==> src/rtl/diatonic_chord_interval_builder_macros.svh <==
// assertion macros for the diatonic chord interval builder
// no dependencies; included by dcib_back, the module that checks its own logic
`ifndef DIATONIC_CHORD_INTERVAL_BUILDER_MACROS_SVH
`define DIATONIC_CHORD_INTERVAL_BUILDER_MACROS_SVH
`ifndef SYNTHESIS
`define DCIB_ASSERT_IMP(lbl, clk_s, rst_n_s, ante, cons) \
	lbl: assert property (@(posedge clk_s) disable iff (!rst_n_s) (ante) |-> (cons)) \
		else $error("dcib check failed");
`define DCIB_ASSERT_NXT(lbl, clk_s, rst_n_s, ante, cons) \
	lbl: assert property (@(posedge clk_s) disable iff (!rst_n_s) (ante) |=> (cons)) \
		else $error("dcib check failed");
`else
`define DCIB_ASSERT_IMP(lbl, clk_s, rst_n_s, ante, cons)
`define DCIB_ASSERT_NXT(lbl, clk_s, rst_n_s, ante, cons)
`endif
`endif

==> src/rtl/dcib_pkg.sv <==
// shared types, constants and scale tables of the diatonic chord interval builder
// no dependencies
package dcib_pkg;

	localparam int MAX_NOTES = 7;
	localparam int SLOTS     = 7;
	localparam int NOTE_W    = 5;
	localparam int IDX_W     = 3;
	localparam int QDEPTH    = 2;
	localparam int QPTR_W    = (QDEPTH > 1) ? $clog2(QDEPTH) : 1;
	localparam int QCNT_W    = $clog2(QDEPTH + 1);

	localparam logic [IDX_W-1:0] MAX_IDX = IDX_W'(MAX_NOTES - 1);
	localparam logic [3:0] OCTAVE = 4'd12;

	// slot order of a chord
	localparam int SLOT_ROOT    = 0;
	localparam int SLOT_THIRD   = 1;
	localparam int SLOT_FIFTH   = 2;
	localparam int SLOT_SEVENTH = 3;
	localparam int SLOT_NINTH   = 4;
	localparam int SLOT_ELEVEN  = 5;
	localparam int SLOT_THIRTN  = 6;

	// scale steps above the chord degree
	localparam logic [4:0] STEPS_THIRD   = 5'd2;
	localparam logic [4:0] STEPS_FIFTH   = 5'd4;
	localparam logic [4:0] STEPS_SEVENTH = 5'd6;
	localparam logic [4:0] STEPS_NINTH   = 5'd8;
	localparam logic [4:0] STEPS_ELEVEN  = 5'd10;
	localparam logic [4:0] STEPS_THIRTN  = 5'd12;

	typedef enum logic [2:0] {
		CFG_SCALE_MODE     = 3'd0,
		CFG_TONIC_CLASS    = 3'd1,
		CFG_TRIAD_FORM     = 3'd2,
		CFG_SEVENTH_FORM   = 3'd3,
		CFG_ADD_SEVENTH    = 3'd4,
		CFG_ADD_NINTH      = 3'd5,
		CFG_ADD_ELEVENTH   = 3'd6,
		CFG_ADD_THIRTEENTH = 3'd7
	} cfg_idx_t;

	localparam logic [2:0] MODE_WRAP       = 3'd7;
	localparam logic [2:0] TRIAD_DIATONIC  = 3'd0;
	localparam logic [2:0] TRIAD_ROOT_ONLY = 3'd7;

	typedef enum logic [1:0] {
		SEV_NONE  = 2'd0,
		SEV_SIXTH = 2'd1,
		SEV_MIN7  = 2'd2,
		SEV_MAJ7  = 2'd3
	} sev_form_t;

	localparam logic [4:0] SIXTH_SEMIS = 5'd9;
	localparam logic [4:0] MIN7_SEMIS  = 5'd10;
	localparam logic [4:0] MAJ7_SEMIS  = 5'd11;

	localparam logic [3:0] MODE_TAB [0:6][0:6] = '{
		'{4'd0, 4'd2, 4'd4, 4'd5, 4'd7, 4'd9, 4'd11},
		'{4'd0, 4'd2, 4'd3, 4'd5, 4'd7, 4'd9, 4'd10},
		'{4'd0, 4'd1, 4'd3, 4'd5, 4'd7, 4'd8, 4'd10},
		'{4'd0, 4'd2, 4'd4, 4'd6, 4'd7, 4'd9, 4'd11},
		'{4'd0, 4'd2, 4'd4, 4'd5, 4'd7, 4'd9, 4'd10},
		'{4'd0, 4'd2, 4'd3, 4'd5, 4'd7, 4'd8, 4'd10},
		'{4'd0, 4'd1, 4'd3, 4'd5, 4'd6, 4'd8, 4'd10}
	};

	// third and fifth of the fixed triad forms, diatonic entry unused
	localparam logic [3:0] TRIAD_TAB [0:6][0:1] = '{
		'{4'd0, 4'd0}, '{4'd4, 4'd7}, '{4'd3, 4'd7}, '{4'd3, 4'd6},
		'{4'd4, 4'd8}, '{4'd2, 4'd7}, '{4'd5, 4'd7}
	};

	typedef struct packed {
		logic [2:0] scale_mode;
		logic [3:0] tonic_class;
		logic [2:0] triad_form;
		logic [1:0] seventh_form;
		logic       add_seventh;
		logic       add_ninth;
		logic       add_eleventh;
		logic       add_thirteenth;
	} cfg_t;

	// one classified key: candidate notes and which of them sound
	typedef struct packed {
		logic [SLOTS-1:0][NOTE_W-1:0] notes;
		logic [SLOTS-1:0]             mask;
		logic                         key_valid;
	} entry_t;

	// semitones from degree deg up by steps scale steps
	function automatic logic [4:0] step_up(input logic [2:0] mode, input logic [2:0] deg,
			input logic [4:0] steps);
		logic [4:0] t;
		logic [4:0] oct;
		t   = 5'(deg) + steps;
		oct = 5'd0;
		if (t >= 5'd14) begin
			t   = t - 5'd14;
			oct = 5'd24;
		end else if (t >= 5'd7) begin
			t   = t - 5'd7;
			oct = 5'd12;
		end
		return 5'(MODE_TAB[mode][t[2:0]]) + oct - 5'(MODE_TAB[mode][deg]);
	endfunction

endpackage

==> src/rtl/dcib_front.sv <==
// front: accepts a key beat, registers it and classifies it into a chord entry
// depends on dcib_pkg
module dcib_front (
	input  logic            clk,
	input  logic            arst_n,
	input  dcib_pkg::cfg_t  cfg,
	input  logic            in_valid,
	output logic            in_ready,
	input  logic [3:0]      key_class,
	output logic            push,
	input  logic            q_ready,
	output dcib_pkg::entry_t entry
);
	import dcib_pkg::*;

	logic       valid_s1;
	logic [3:0] key_s1;

	logic [2:0] mode;
	logic [3:0] tonic;
	logic [4:0] diff;
	logic [3:0] rel;
	logic [2:0] deg;
	logic       kv;

	assign in_ready = !valid_s1 || q_ready;
	assign push     = valid_s1 && q_ready;

	always_ff @(posedge clk or negedge arst_n) begin
		if (!arst_n) begin
			valid_s1 <= 1'b0;
		end else if (in_valid && in_ready) begin
			valid_s1 <= 1'b1;
		end else if (push) begin
			valid_s1 <= 1'b0;
		end
	end

	always_ff @(posedge clk) begin
		if (in_valid && in_ready) begin
			key_s1 <= key_class;
		end
	end

	always_comb begin
		mode  = (cfg.scale_mode == MODE_WRAP) ? 3'd0 : cfg.scale_mode;
		tonic = (cfg.tonic_class >= OCTAVE) ? cfg.tonic_class - OCTAVE : cfg.tonic_class;
		kv    = key_s1 < OCTAVE;
		diff  = 5'(key_s1) + 5'(OCTAVE) - 5'(tonic);
		rel   = (diff >= 5'(OCTAVE)) ? 4'(diff - 5'(OCTAVE)) : diff[3:0];
		// nearest scale step at or below rel
		deg = 3'd0;
		for (int i = 1; i < 7; i++) begin
			if (MODE_TAB[mode][i] <= rel) begin
				deg = 3'(i);
			end
		end
	end

	always_comb begin
		entry           = '0;
		entry.key_valid = kv;
		entry.mask[SLOT_ROOT] = 1'b1;
		if (cfg.triad_form == TRIAD_DIATONIC) begin
			entry.notes[SLOT_THIRD] = step_up(mode, deg, STEPS_THIRD);
			entry.notes[SLOT_FIFTH] = step_up(mode, deg, STEPS_FIFTH);
		end else begin
			entry.notes[SLOT_THIRD] = 5'(TRIAD_TAB[cfg.triad_form][0]);
			entry.notes[SLOT_FIFTH] = 5'(TRIAD_TAB[cfg.triad_form][1]);
		end
		entry.mask[SLOT_THIRD] = cfg.triad_form != TRIAD_ROOT_ONLY;
		entry.mask[SLOT_FIFTH] = cfg.triad_form != TRIAD_ROOT_ONLY;
		unique case (sev_form_t'(cfg.seventh_form))
			SEV_SIXTH: entry.notes[SLOT_SEVENTH] = SIXTH_SEMIS;
			SEV_MIN7:  entry.notes[SLOT_SEVENTH] = MIN7_SEMIS;
			SEV_MAJ7:  entry.notes[SLOT_SEVENTH] = MAJ7_SEMIS;
			default:   entry.notes[SLOT_SEVENTH] = step_up(mode, deg, STEPS_SEVENTH);
		endcase
		entry.mask[SLOT_SEVENTH] = (cfg.seventh_form != SEV_NONE) || cfg.add_seventh;
		entry.notes[SLOT_NINTH]  = step_up(mode, deg, STEPS_NINTH);
		entry.notes[SLOT_ELEVEN] = step_up(mode, deg, STEPS_ELEVEN);
		entry.notes[SLOT_THIRTN] = step_up(mode, deg, STEPS_THIRTN);
		entry.mask[SLOT_NINTH]   = cfg.add_ninth;
		entry.mask[SLOT_ELEVEN]  = cfg.add_eleventh;
		entry.mask[SLOT_THIRTN]  = cfg.add_thirteenth;
		// bad key: a lone silent root
		if (!kv) begin
			entry.notes = '0;
			entry.mask  = SLOTS'(1);
		end
	end

endmodule

==> src/rtl/dcib_queue.sv <==
// short queue of classified chord entries between front and back
// depends on dcib_pkg
module dcib_queue (
	input  logic             clk,
	input  logic             arst_n,
	input  logic             push,
	output logic             q_ready,
	input  dcib_pkg::entry_t wr_entry,
	input  logic             pop,
	output logic             q_valid,
	output dcib_pkg::entry_t rd_entry
);
	import dcib_pkg::*;

	entry_t             mem_q [QDEPTH];
	logic [QPTR_W-1:0]  wr_ptr_q;
	logic [QPTR_W-1:0]  rd_ptr_q;
	logic [QCNT_W-1:0]  count_q;

	assign q_ready  = count_q != QCNT_W'(QDEPTH);
	assign q_valid  = count_q != '0;
	assign rd_entry = mem_q[rd_ptr_q];

	function automatic logic [QPTR_W-1:0] next_ptr(input logic [QPTR_W-1:0] p);
		return (p == QPTR_W'(QDEPTH - 1)) ? '0 : p + QPTR_W'(1);
	endfunction

	always_ff @(posedge clk or negedge arst_n) begin
		if (!arst_n) begin
			wr_ptr_q <= '0;
			rd_ptr_q <= '0;
			count_q  <= '0;
		end else begin
			if (push) begin
				wr_ptr_q <= next_ptr(wr_ptr_q);
			end
			if (pop) begin
				rd_ptr_q <= next_ptr(rd_ptr_q);
			end
			if (push && !pop) begin
				count_q <= count_q + QCNT_W'(1);
			end else if (pop && !push) begin
				count_q <= count_q - QCNT_W'(1);
			end
		end
	end

	always_ff @(posedge clk) begin
		if (push) begin
			mem_q[wr_ptr_q] <= wr_entry;
		end
	end

endmodule

==> src/rtl/dcib_back.sv <==
// back: walks the sounding notes of an entry, one result beat per cycle while the result side is ready
// depends on dcib_pkg and the assertion macro header
`include "diatonic_chord_interval_builder_macros.svh"
module dcib_back (
	input  logic                          clk,
	input  logic                          arst_n,
	input  logic                          q_valid,
	input  dcib_pkg::entry_t              rd_entry,
	output logic                          pop,
	output logic                          out_valid,
	input  logic                          out_ready,
	output logic [dcib_pkg::NOTE_W-1:0]   interval_semis,
	output logic [dcib_pkg::IDX_W-1:0]    note_index,
	output logic                          last_note,
	output logic                          key_valid
);
	import dcib_pkg::*;

	logic [SLOTS-1:0][NOTE_W-1:0] notes_q;
	logic [SLOTS-1:0]             remain_q;
	logic                         kv_q;
	logic [IDX_W-1:0]             idx_q;

	logic                out_valid_q;
	logic [NOTE_W-1:0]   interval_q;
	logic [IDX_W-1:0]    out_idx_q;
	logic                last_q;
	logic                out_kv_q;

	logic              active;
	logic              out_free;
	logic              emit;
	logic              emit_last;
	logic [2:0]        sel;
	logic [SLOTS-1:0]  rest;

	always_comb begin
		sel = 3'd0;
		for (int i = SLOTS - 1; i >= 0; i--) begin
			if (remain_q[i]) begin
				sel = 3'(i);
			end
		end
		rest      = remain_q & ~(SLOTS'(1) << sel);
		active    = remain_q != '0;
		out_free  = !out_valid_q || out_ready;
		emit      = active && out_free;
		emit_last = (rest == '0) || (idx_q == MAX_IDX);
		pop       = q_valid && (!active || (emit && emit_last));
	end

	always_ff @(posedge clk or negedge arst_n) begin
		if (!arst_n) begin
			remain_q    <= '0;
			idx_q       <= '0;
			out_valid_q <= 1'b0;
		end else begin
			if (pop) begin
				remain_q <= rd_entry.mask;
				idx_q    <= '0;
			end else if (emit) begin
				remain_q <= emit_last ? '0 : rest;
				idx_q    <= idx_q + IDX_W'(1);
			end
			if (emit) begin
				out_valid_q <= 1'b1;
			end else if (out_ready) begin
				out_valid_q <= 1'b0;
			end
		end
	end

	always_ff @(posedge clk) begin
		if (pop) begin
			notes_q <= rd_entry.notes;
			kv_q    <= rd_entry.key_valid;
		end
		if (emit) begin
			interval_q <= notes_q[sel];
			out_idx_q  <= idx_q;
			last_q     <= emit_last;
			out_kv_q   <= kv_q;
		end
	end

	assign out_valid      = out_valid_q;
	assign interval_semis = interval_q;
	assign note_index     = out_idx_q;
	assign last_note      = last_q;
	assign key_valid      = out_kv_q;

	// notes of one chord leave back to back with rising index
	`DCIB_ASSERT_NXT(a_idx_step, clk, arst_n, out_valid_q && out_ready && !last_q, out_valid_q && (out_idx_q == $past(out_idx_q) + IDX_W'(1)))
	// a bad key gives a single silent root
	`DCIB_ASSERT_IMP(a_bad_key, clk, arst_n, out_valid_q && !out_kv_q, last_q && (out_idx_q == '0) && (interval_q == '0))
	// no new entry is taken while the current chord has notes left to send
	`DCIB_ASSERT_IMP(a_pop_safe, clk, arst_n, pop && active, emit && emit_last)

endmodule

==> src/rtl/diatonic_chord_interval_builder.sv <==
// top level of the diatonic chord interval builder: config registers, front, queue, back
// depends on dcib_pkg, dcib_front, dcib_queue and dcib_back
//
// channel   direction  handshake             payload
// key       in         in_valid/in_ready     key_class
// result    out        out_valid/out_ready   interval_semis, note_index, last_note, key_valid
// config    in         cfg_valid/cfg_ready   cfg_index, cfg_data
//
// a key beat is taken every cycle while the entry queue has room; the front registers it
// and classifies it (scale degree and all candidate intervals from constant tables)
// the back sends one result beat per cycle while the result side is ready, one beat per
// sounding note of a key; that back walk sets the sustained rate
// a stall on the result side fills the two-entry queue before the key side stalls
// reset clears all control state and the config registers to zero; no clearing pass
module diatonic_chord_interval_builder (
	input  logic                        clk,
	input  logic                        arst_n,
	// config write channel, always ready
	input  logic                        cfg_valid,
	output logic                        cfg_ready,
	input  logic [2:0]                  cfg_index,
	input  logic [3:0]                  cfg_data,
	// key channel
	input  logic                        in_valid,
	output logic                        in_ready,
	input  logic [3:0]                  key_class,
	// result channel
	output logic                        out_valid,
	input  logic                        out_ready,
	output logic [dcib_pkg::NOTE_W-1:0] interval_semis,
	output logic [dcib_pkg::IDX_W-1:0]  note_index,
	output logic                        last_note,
	output logic                        key_valid
);
	import dcib_pkg::*;

	cfg_t   cfg_q;
	entry_t wr_entry;
	entry_t rd_entry;
	logic   push;
	logic   pop;
	logic   q_ready;
	logic   q_valid;

	assign cfg_ready = 1'b1;

	// register file; fields keep only their own width of the write data
	always_ff @(posedge clk or negedge arst_n) begin
		if (!arst_n) begin
			cfg_q <= '0;
		end else if (cfg_valid && cfg_ready) begin
			unique case (cfg_idx_t'(cfg_index))
				CFG_SCALE_MODE:     cfg_q.scale_mode     <= cfg_data[2:0];
				CFG_TONIC_CLASS:    cfg_q.tonic_class    <= cfg_data;
				CFG_TRIAD_FORM:     cfg_q.triad_form     <= cfg_data[2:0];
				CFG_SEVENTH_FORM:   cfg_q.seventh_form   <= cfg_data[1:0];
				CFG_ADD_SEVENTH:    cfg_q.add_seventh    <= cfg_data[0];
				CFG_ADD_NINTH:      cfg_q.add_ninth      <= cfg_data[0];
				CFG_ADD_ELEVENTH:   cfg_q.add_eleventh   <= cfg_data[0];
				CFG_ADD_THIRTEENTH: cfg_q.add_thirteenth <= cfg_data[0];
				default:            cfg_q                <= cfg_q;
			endcase
		end
	end

	// front: key register and classification
	dcib_front u_front (
		.clk       (clk),
		.arst_n    (arst_n),
		.cfg       (cfg_q),
		.in_valid  (in_valid),
		.in_ready  (in_ready),
		.key_class (key_class),
		.push      (push),
		.q_ready   (q_ready),
		.entry     (wr_entry)
	);

	// decouples classification from note delivery
	dcib_queue u_queue (
		.clk      (clk),
		.arst_n   (arst_n),
		.push     (push),
		.q_ready  (q_ready),
		.wr_entry (wr_entry),
		.pop      (pop),
		.q_valid  (q_valid),
		.rd_entry (rd_entry)
	);

	// back: one chord note per result beat through an output register
	dcib_back u_back (
		.clk            (clk),
		.arst_n         (arst_n),
		.q_valid        (q_valid),
		.rd_entry       (rd_entry),
		.pop            (pop),
		.out_valid      (out_valid),
		.out_ready      (out_ready),
		.interval_semis (interval_semis),
		.note_index     (note_index),
		.last_note      (last_note),
		.key_valid      (key_valid)
	);

endmodule

==> config.mk <==
export PLATFORM = sky130hd
export DESIGN_NAME = diatonic_chord_interval_builder
export DESIGN_NICKNAME = d
export VERILOG_FILES = /design/src/rtl/dcib_pkg.sv /design/src/rtl/dcib_front.sv /design/src/rtl/dcib_queue.sv /design/src/rtl/dcib_back.sv /design/src/rtl/diatonic_chord_interval_builder.sv
export VERILOG_INCLUDE_DIRS = /design/src /design/src/rtl
export SDC_FILE = /design/constraint.sdc
export NUM_CORES = 1
export LEC_CHECK = 0
export BUFFER_PORTS_ARGS = -buffer_cell sky130_fd_sc_hd__buf_2
export CORE_ASPECT_RATIO = 2
export CORE_MARGIN = 2
export CORE_UTILIZATION = 30
export DETAILED_ROUTE_END_ITERATION = 8
export PLACE_DENSITY = 0.49
export SETUP_SLACK_MARGIN = 0.05
export SLEW_MARGIN = 10
export SYNTH_ARGS = -nofsm -noshare
export SYNTH_HDL_FRONTEND = slang
export SYNTH_SLANG_ARGS = --single-unit
==> constraint.sdc <==
create_clock -name clk -period 18.7 [get_ports clk]
set_clock_uncertainty 0.05 [all_clocks]
set_input_delay 3.74 -clock clk [delete_from_list [all_inputs] [get_ports clk]]
set_output_delay 3.74 -clock clk [all_outputs]
set_load 0.1 [all_outputs]
# Word-level counts from Yosys, hierarchy flattened
# Memory sizes are Yosys's and may differ from the RTL's.
# Index checks and enable logic that the tools add are counted.
# op_classes
n_mux	91
add_sub_neg	39
eq_ne	14
shifts	1
order_cmp	31
n_reduce_logical	36
n_bitwise	11
# ops
op	n
$mux W4	22
$bmux W4 S3	7
$mux W3	28
$mux W28	2
$ge A4 B4 Y1 const B	13
$mux W5	10
$mux W42	1
$not A3 Y4	9
$sub A3 B3 Y3 const B	12
$sub A5 B4 Y5	7
$add A4 B5 Y5	6
$le A4 B4 Y1	6
$mux W7	3
$ge A5 B4 Y1 const B	4
$eq A3 B3 Y1 const B	6
$mux W8	2
$reduce_and A2 Y1	8
$add A3 B4 Y5 const B	3
$bmux W5 S3	1
$ge A5 B3 Y1 const B	3
$pmux W5 S3	1
$ge A4 B3 Y1 const B	3
$reduce_bool A2 Y1	6
$mux W10	1
28 further kinds	59
# word_totals
input_bits	16
output_inout_bits	13
n_memories	3
ramBits	86
ff_bits	82
elab_cells	254
romBits	288
# memory_table
name	words	word_bits	read_ports	rd_ports_with_merged_regs	write_ports	line_no	rtl
(name not given)	8	28	1	0	0	dcib_front.sv:54	if (MODE_TAB[mode][i] <= rel) begin
u_queue.mem_q	2	43	1	0	1	dcib_queue.sv:15	entry_t mem_q [QDEPTH];
(name not given)	8	8	1	0	0	dcib_front.sv:68	entry.notes[SLOT_THIRD] = 5'(TRIAD_TAB[cfg.triad_form][0]);

# Longest topological paths before layout
# Gate-level depths: netlist of the first run.
# depth
ltp_word	26
depth_mapped	37
ltp_nobuf	37

# Modules after synthesis
# Synthesis of the first run repeated with hierarchy kept, for this count alone.
# unflattened
cells_unflattened	831
hier_area_um2	10227.3
# by_module_without_submodules
mod	area_per_inst_um2	n_inst	seq_area_each_um2	cells_per_inst
dcib_front	3639.7	1	145.1	476
dcib_queue	3493.4	1	2682.6	150
dcib_back	2371.0	1	1656.6	163
diatonic_chord_interval_builder	723.2	1	400.4	42

# Worst setup path after synthesis of the first run
# No wires, ideal clock.
# synth_path
kind	reg-to-reg
from	reg cfg_q[11] (netlist name)
to	mem u_queue.mem_q[0][17] (netlist name) (data pin)
required_time_ps	18393
slack_ps	11201
setup_time_ps	257
path_stages_with_launch	35
synth_period_minus_slack_ps	7499
t_arrival_ps	7192
path_buffers	0
path_cell_list	dfrtp_1 nor2b_1 ha_1 inv_1 fa_1 xnor2_1 inv_1 ha_1 and3b_1 and4b_4 o21a_2 o21ai_0 ha_1 and3_1 a211oi_1 a22oi_1 a22oi_1 a21o_2 nand2_4 inv_1 ha_1 inv_1 fa_1 a21oi_1 o21ai_1 xnor2_4 ha_1 a21o_1 fa_1 ha_1 a21o_1 a21oi_1 xnor2_1 xnor2_1 nor2_1
# synth_lines
item	line_no	rtl
from (decl)	diatonic_chord_interval_builder.sv:37	cfg_t cfg_q;
from (signal assigned)	diatonic_chord_interval_builder.sv:61	default: cfg_q <= cfg_q;
to (decl)	dcib_queue.sv:15	

==> results.json, run 1 <==
{
  "root_buffer": "clkbuf_16",
  "syn-cell-area_um2": 9380,
  "vias": 6245,
  "fin_nets": 976,
  "diodes": 0,
  "drt_iter0_markers": 293,
  "synth_cell_types": 77,
  "cp_max_fo": 8,
  "slew_headroom_pct": 27.7,
  "area_growth_pct": 13.1,
  "floorplan.die.width_um": 129,
  "fmax_mhz": 119,
  "grt-ovfl-total": 0,
  "cp_common_cell": "ha_1",
  "synth-edff-count": 117,
  "fin_crit_ns": 8.40,
  "async_flop_share_pct": 21.5,
  "setup_viol_count_final": 0,
  "ant_nets": 0,
  "synthFlopType": "edfxtp_1",
  "worst_slew_pin_slew_ns": 1.08,
  "pre_cts_ws_ns": 10.41,
  "drv_cap": 0,
  "grt_pass1_wl_mm": 35.7,
  "die_h_um": 254,
  "wl_per_cell_um": 17.5,
  "pin_count": 29,
  "synth_area_leaders": "edfxtp_1 (37%), ha_1 (11%), dfrtp_1 (8.5%)",
  "synthCells": 832,
  "htree_levels": 4,
  "numCtsBuffers": 17,
  "required_ns": 18.81,
  "synth_nets": 946,
  "cts_resized": 0,
  "dp_hpwl_mm": 17.6,
  "design.core.area_um2": 30900,
  "synth_most_common_cell": "edfxtp_1",
  "grt_pass1_vias": 6465,
  "path_class": "flip-flop to flip-flop",
  "routed_wl_mm": 22.7,
  "yosysSeqAreaShare_pct": 46.0,
  "fp-row-count": 91,
  "layout_setup_ws_ns": 10.30,
  "die-area_um2": 32800,
  "cts_setup_buffers": 0,
  "drv_slew": 0,
  "drc": 0,
  "dpl_cell_area_um2": 9990,
  "place.gp.congestion": 0.928,
  "drive_above_1_share_pct": 16.5,
  "clock_path_buffers": 2,
  "final-hold-violation-count": 0,
  "portBuffers": 27,
  "tritoncts": "built",
  "final_cell_area_um2": 10600,
  "rsz0062_at_grt": "false",
  "timing.final.crit_share_pct": 44.9,
  "status": "completed",
  "synth.avg_cell_area_um2": 11.3,
  "ys_warn_count": 0,
  "cpPeakStageDelay_ns": 0.62,
  "synth_common_cells": "edfxtp_1 (117), ha_1 (82), inv_1 (69)",
  "cp-end-kind": "flip-flop",
  "clock_latency_ns": 0.42,
  "worstSetupStartpointType": "flip-flop",
  "synth_top_cell_area_share_pct": 37.5,
  "synth_seq_cells": 149,
  "via_per_inst": 4.83,
  "grt_use_total_pct": 14.5,
  "antenna_found_initial": 0,
  "crit_slowest_cell": "fa_1",
  "setup_tns_ns": 0,
  "cts.sinks": 149,
  "hp-class": "flip-flop to flip-flop",
  "start_util_pct": 30.4,
  "grt_max_degree": 38,
  "post-route-util_pct": 34.4,
  "clkTransAtPathRegs_ns": 0.06,
  "hold_buffers": 0,
  "cp.arrival_ns": 8.50,
  "synth.largest_area_cell": "edfxtp_1",
  "first_pass_iters": 4
}
## cells in the final DEF (no fill, tap or decap), drive strengths merged, types with 13 or more instances in the layout
master	instances
a21o	13
a21oi	41
buf	36
clkbuf	24
dfrtp	32
edfxtp	117
fa	16
ha	82
inv	75
mux2	49
mux2i	24
nand2	65
nor2	64
o21ai	47
xnor2	20
## registers in the layout (all words and copies together), names as in the netlist
name,flops
u_queue.mem_q,72
u_back.notes_q,30
cfg_q,16
u_back.remain_q,7
u_back.interval_semis,5
u_front.key_s1,4
u_back.idx_q,3
u_back.note_index,3
u_queue.count_q,2
u_back.key_valid,1
u_back.kv_q,1
u_back.last_note,1
u_back.out_valid,1
u_front.valid_s1,1
u_queue.rd_ptr_q,1
u_queue.wr_ptr_q,1
## per-layer routing
layer	global-route usage, %	up-vias	wire (µm)
li1	-	3087	-
met1	12.4	2972	7520
met2	29.6	117	13100
met3	1.87	69	383
met4	9.91	0	1610
met5	0	-	0
## cell type report
class	instances	area, µm²
clock buffers	24	534
clock inverters	8	82.6
flip-flops and latches	149	4310
fillers	3030	20300
repair buffers	36	203
multi-input cells	587	4680
inverters	71	269
well taps	418	523
## worst paths after layout
| kind | startpoint | endpoint | slack, ns | depth (start not counted) |
|---|---|---|---|---|
| worst max-delay path | cfg_q[11] | u_queue.mem_q[0][37] | 10.30 | 32 |
| worst min-delay path | u_back.kv_q | u_back.key_valid | 0.39 | 0 |
| worst max register to register | cfg_q[11] | u_queue.mem_q[0][37] | 10.30 | 32 |
| worst min register to register | u_back.kv_q | u_back.key_valid | 0.39 | 0 |
| max in group asynchronous | arst_n | u_back.out_valid | 14.75 | 1 |
| min in group asynchronous | arst_n | cfg_q[14] | 3.34 | 1 |
## critical path: cells and delay by family, from the launching register on
kind / cells / cell delay, ns
buffers and inverters: 4 / 0.51
flip-flops: 1 / 0.39
adder cells (fa/ha/maj): 8 / 2.87
multiplexers: 1 / 0.41
XOR/XNOR: 3 / 0.75
AO/OA/AOI/OAI: 9 / 1.97
AND/OR/NAND/NOR: 7 / 1.17
## stage by stage
| stage | hold slack [ns] | cells |
|---|---|---|
| floorplan | 0.350 | 832 |
| global placement | 0.410 | 1261 |
| detailed placement | 0.405 | 1261 |
| CTS | 0.417 | 1293 |
| global route | 0.423 | 1293 |
| finish | 0.393 | 1293 |
## cells by family (layout without fill, tap and decap cells)
logic type / after synthesis / in the layout / share of synthesized area (%)
buffers and inverters: 96 / 139 / 4.16
xor gates and xnor gates: 29 / 29 / 2.91
muxes: 73 / 73 / 8.71
and+or+nand+nor: 205 / 205 / 10.6
adders and majority gates: 98 / 98 / 14.4
other: 1 / 1 / 0.0400
AOI/OAI and AO/OA: 181 / 181 / 13.2
DFF: 149 / 149 / 46.0
Power of run 1 is left out: the tool's default activity adds up to more than one toggle a clock period on the data nets, which glitch-free logic cannot reach.
==> run 2: changes to the inputs <==
--- a/config.mk
+++ b/config.mk
@@ -6,6 +6,7 @@
 export SDC_FILE = /design/constraint.sdc
 export NUM_CORES = 1
 export LEC_CHECK = 0
+export ABC_AREA = 1
 export BUFFER_PORTS_ARGS = -buffer_cell sky130_fd_sc_hd__buf_2
 export CORE_ASPECT_RATIO = 2
 export CORE_MARGIN = 2
==> constraint.sdc (replaced) <==
create_clock -name clk -period 7.95 [get_ports clk]
set_clock_uncertainty 0.05 [all_clocks]
set_input_delay 1.59 -clock clk [delete_from_list [all_inputs] [get_ports clk]]
set_output_delay 1.59 -clock clk [all_outputs]
set_load 0.1 [all_outputs]
==> results.json, run 2 <==
{
  "status": "completed",
  "drc": 0,
  "fp-row-count": 92,
  "largestRegisters": "u_queue.mem_q x72, u_back.notes_q x30, cfg_q x16",
  "cp.arrival_ns": 7.15,
  "clock_path_buffers": 2,
  "timing.final.crit_share_pct": 88.5,
  "required_ns": 8.07,
  "min_delay_path_depth": 0,
  "regMostFlops": "u_queue.mem_q",
  "cpPeakStageDelay_ns": 0.50,
  "die_h_um": 255,
  "place.gp.congestion": 0.858,
  "n_fill_cell": 3310,
  "cts.sinks": 149,
  "multi_input_area_um2": 4500,
  "grt_max_degree": 38,
  "diodes": 0,
  "hp-class": "flip-flop to flip-flop",
  "cts_resized": 0,
  "cp_common_cell": "nand2_1",
  "setup_tns_ns": 0,
  "area_growth_pct": 12.7,
  "fmax_mhz": 142,
  "placed_cells": 1491,
  "seq_area_um2": 4310,
  "start_util_pct": 30.2,
  "ys_warn_count": 0,
  "synth_most_common_cell": "nand2_1",
  "synthFlopType": "edfxtp_1",
  "fin_cells": 1523,
  "drv_cap": 0,
  "design.core.area_um2": 31300,
  "clock_latency_ns": 0.42,
  "cp_max_fo": 15,
  "synth_common_cells": "nand2_1 (265), inv_1 (131), edfxtp_1 (117)",
  "wl_per_cell_um": 14.3,
  "synth_top_cell_area_share_pct": 37.1,
  "first_pass_iters": 5,
  "synth_seq_cells": 149,
  "slew_headroom_pct": 24.3,
  "setup_viol_count_final": 0,
  "grt-ovfl-total": 0,
  "r2r_cells": 41,
  "fin_crit_ns": 7.04,
  "async_flop_share_pct": 21.5,
  "ant_nets": 0,
  "final_cell_mix": "nand2_1 (265), inv_1 (131), edfxtp_1 (117), nor2_1 (82), ha_1 (82)",
  "grt_use_total_pct": 13.7,
  "routed_wl_mm": 21.7,
  "cp-end-kind": "flip-flop",
  "synth_cell_types": 48,
  "clkTransAtPathRegs_ns": 0.06,
  "grt_pass1_wl_mm": 35.6,
  "synth_nets": 1167,
  "via_per_inst": 4.61,
  "worst-path-stages": 41,
  "antenna_found_initial": 0,
  "hold_buffers": 0,
  "floorplan.die.width_um": 130,
  "portBuffers": 27,
  "layout_commonest_cell": "nand2_1",
  "synth.largest_area_cell": "edfxtp_1",
  "cts_setup_buffers": 0,
  "hold_ws_ns": 0.377,
  "dp_hpwl_mm": 16.5,
  "grt_pass1_vias": 7023,
  "rsz0062_at_grt": "false",
  "post-route-util_pct": 34.1,
  "critPathTopFamily": "adder cells",
  "drv_slew": 0,
  "final-hold-violation-count": 0,
  "path_class": "flip-flop to flip-flop",
  "numCtsBuffers": 17,
  "tritoncts": "built",
  "pin_count": 29,
  "worstSetupStartpointType": "flip-flop",
  "synth_area_leaders": "edfxtp_1 (37%), ha_1 (11%), nand2_1 (11%)",
  "vias": 7018,
  "drt_iter0_markers": 368,
  "root_buffer": "clkbuf_16",
  "worst_slew_pin_slew_ns": 1.13,
  "synth-edff-count": 117,
  "largest_reg_flops": 72,
  "synth.avg_cell_area_um2": 8.98,
  "yosysSeqAreaShare_pct": 45.6,
  "die-area_um2": 33100,
  "syn-cell-area_um2": 9460,
  "synthCells": 1053,
  "crit_slowest_cell": "fa_1",
  "drive_above_1_share_pct": 12.4,
  "htree_levels": 4,
  "fin_nets": 1201,
  "crit_buf_inv": 9
}
run 2: cell count changes in the layout (fill, tap and decap cells not counted), moves of 11 or more:
cell	change
a21o_1	-12
and2_1	-12
inv_1	+62
inv_2	+16
mux2_2	-49
mux2i_1	-18
nand2_1	+202
nand2_2	+22
nand3_1	+53
nor2_1	+21
xnor2_1	-11
run 2: final timing paths:
path	startpoint	end	slack (ns)
worst max-delay path	cfg_q[10]	u_queue.mem_q[1][17]	0.91
worst min-delay path	u_back.kv_q	u_back.key_valid	0.38
worst max register to register	cfg_q[10]	u_queue.mem_q[1][17]	0.91
worst min register to register	u_back.kv_q	u_back.key_valid	0.38
max in group asynchronous	arst_n	cfg_q[15]	6.17
min in group asynchronous	arst_n	u_back.remain_q[4]	1.19
run 2: cell type report:
type,instances,share of cell area [%]
repair buffers,33,1.69
inverters,152,5.41
multi-input cells,734,42.2
clock inverters,13,1.24
clock buffers,19,4.06
flip-flops and latches,149,40.5
well taps,423,4.96
run 2: logic make-up after synthesis:
kind of cell,count (synthesis),share of synthesized area (%)
AOI/OAI and AO/OA,151,9.75
and+or+nand+nor,462,21.2
other,1,0.0396
DFF,149,45.6
buffers and inverters,170,7.01
xor gates and xnor gates,18,1.75
adders and majority gates,98,14.2
muxes,4,0.423
run 2: through the flow:
| step | setup slack, ns | area [µm²] |
|---|---|---|
| after global routing | 0.289 | 10700 |
| after global placement | 1.08 | 10100 |
| after CTS | 0.902 | 10700 |
| final | 0.914 | 10700 |
| after floorplan | 1.57 | 9460 |
| after detailed placement | 0.917 | 10100 |
run 2: metal layers:
metal  up-vias  global-route usage [%]  share of wire (%)
li1       3564                       -                  -
met1      3270                    16.8                 44
met2       145                    24.0                 50
met3        39                    1.86                2.6
met4         0                    5.68                3.1
met5         -                       0                  0
Power of run 2 is left out for the same reason.
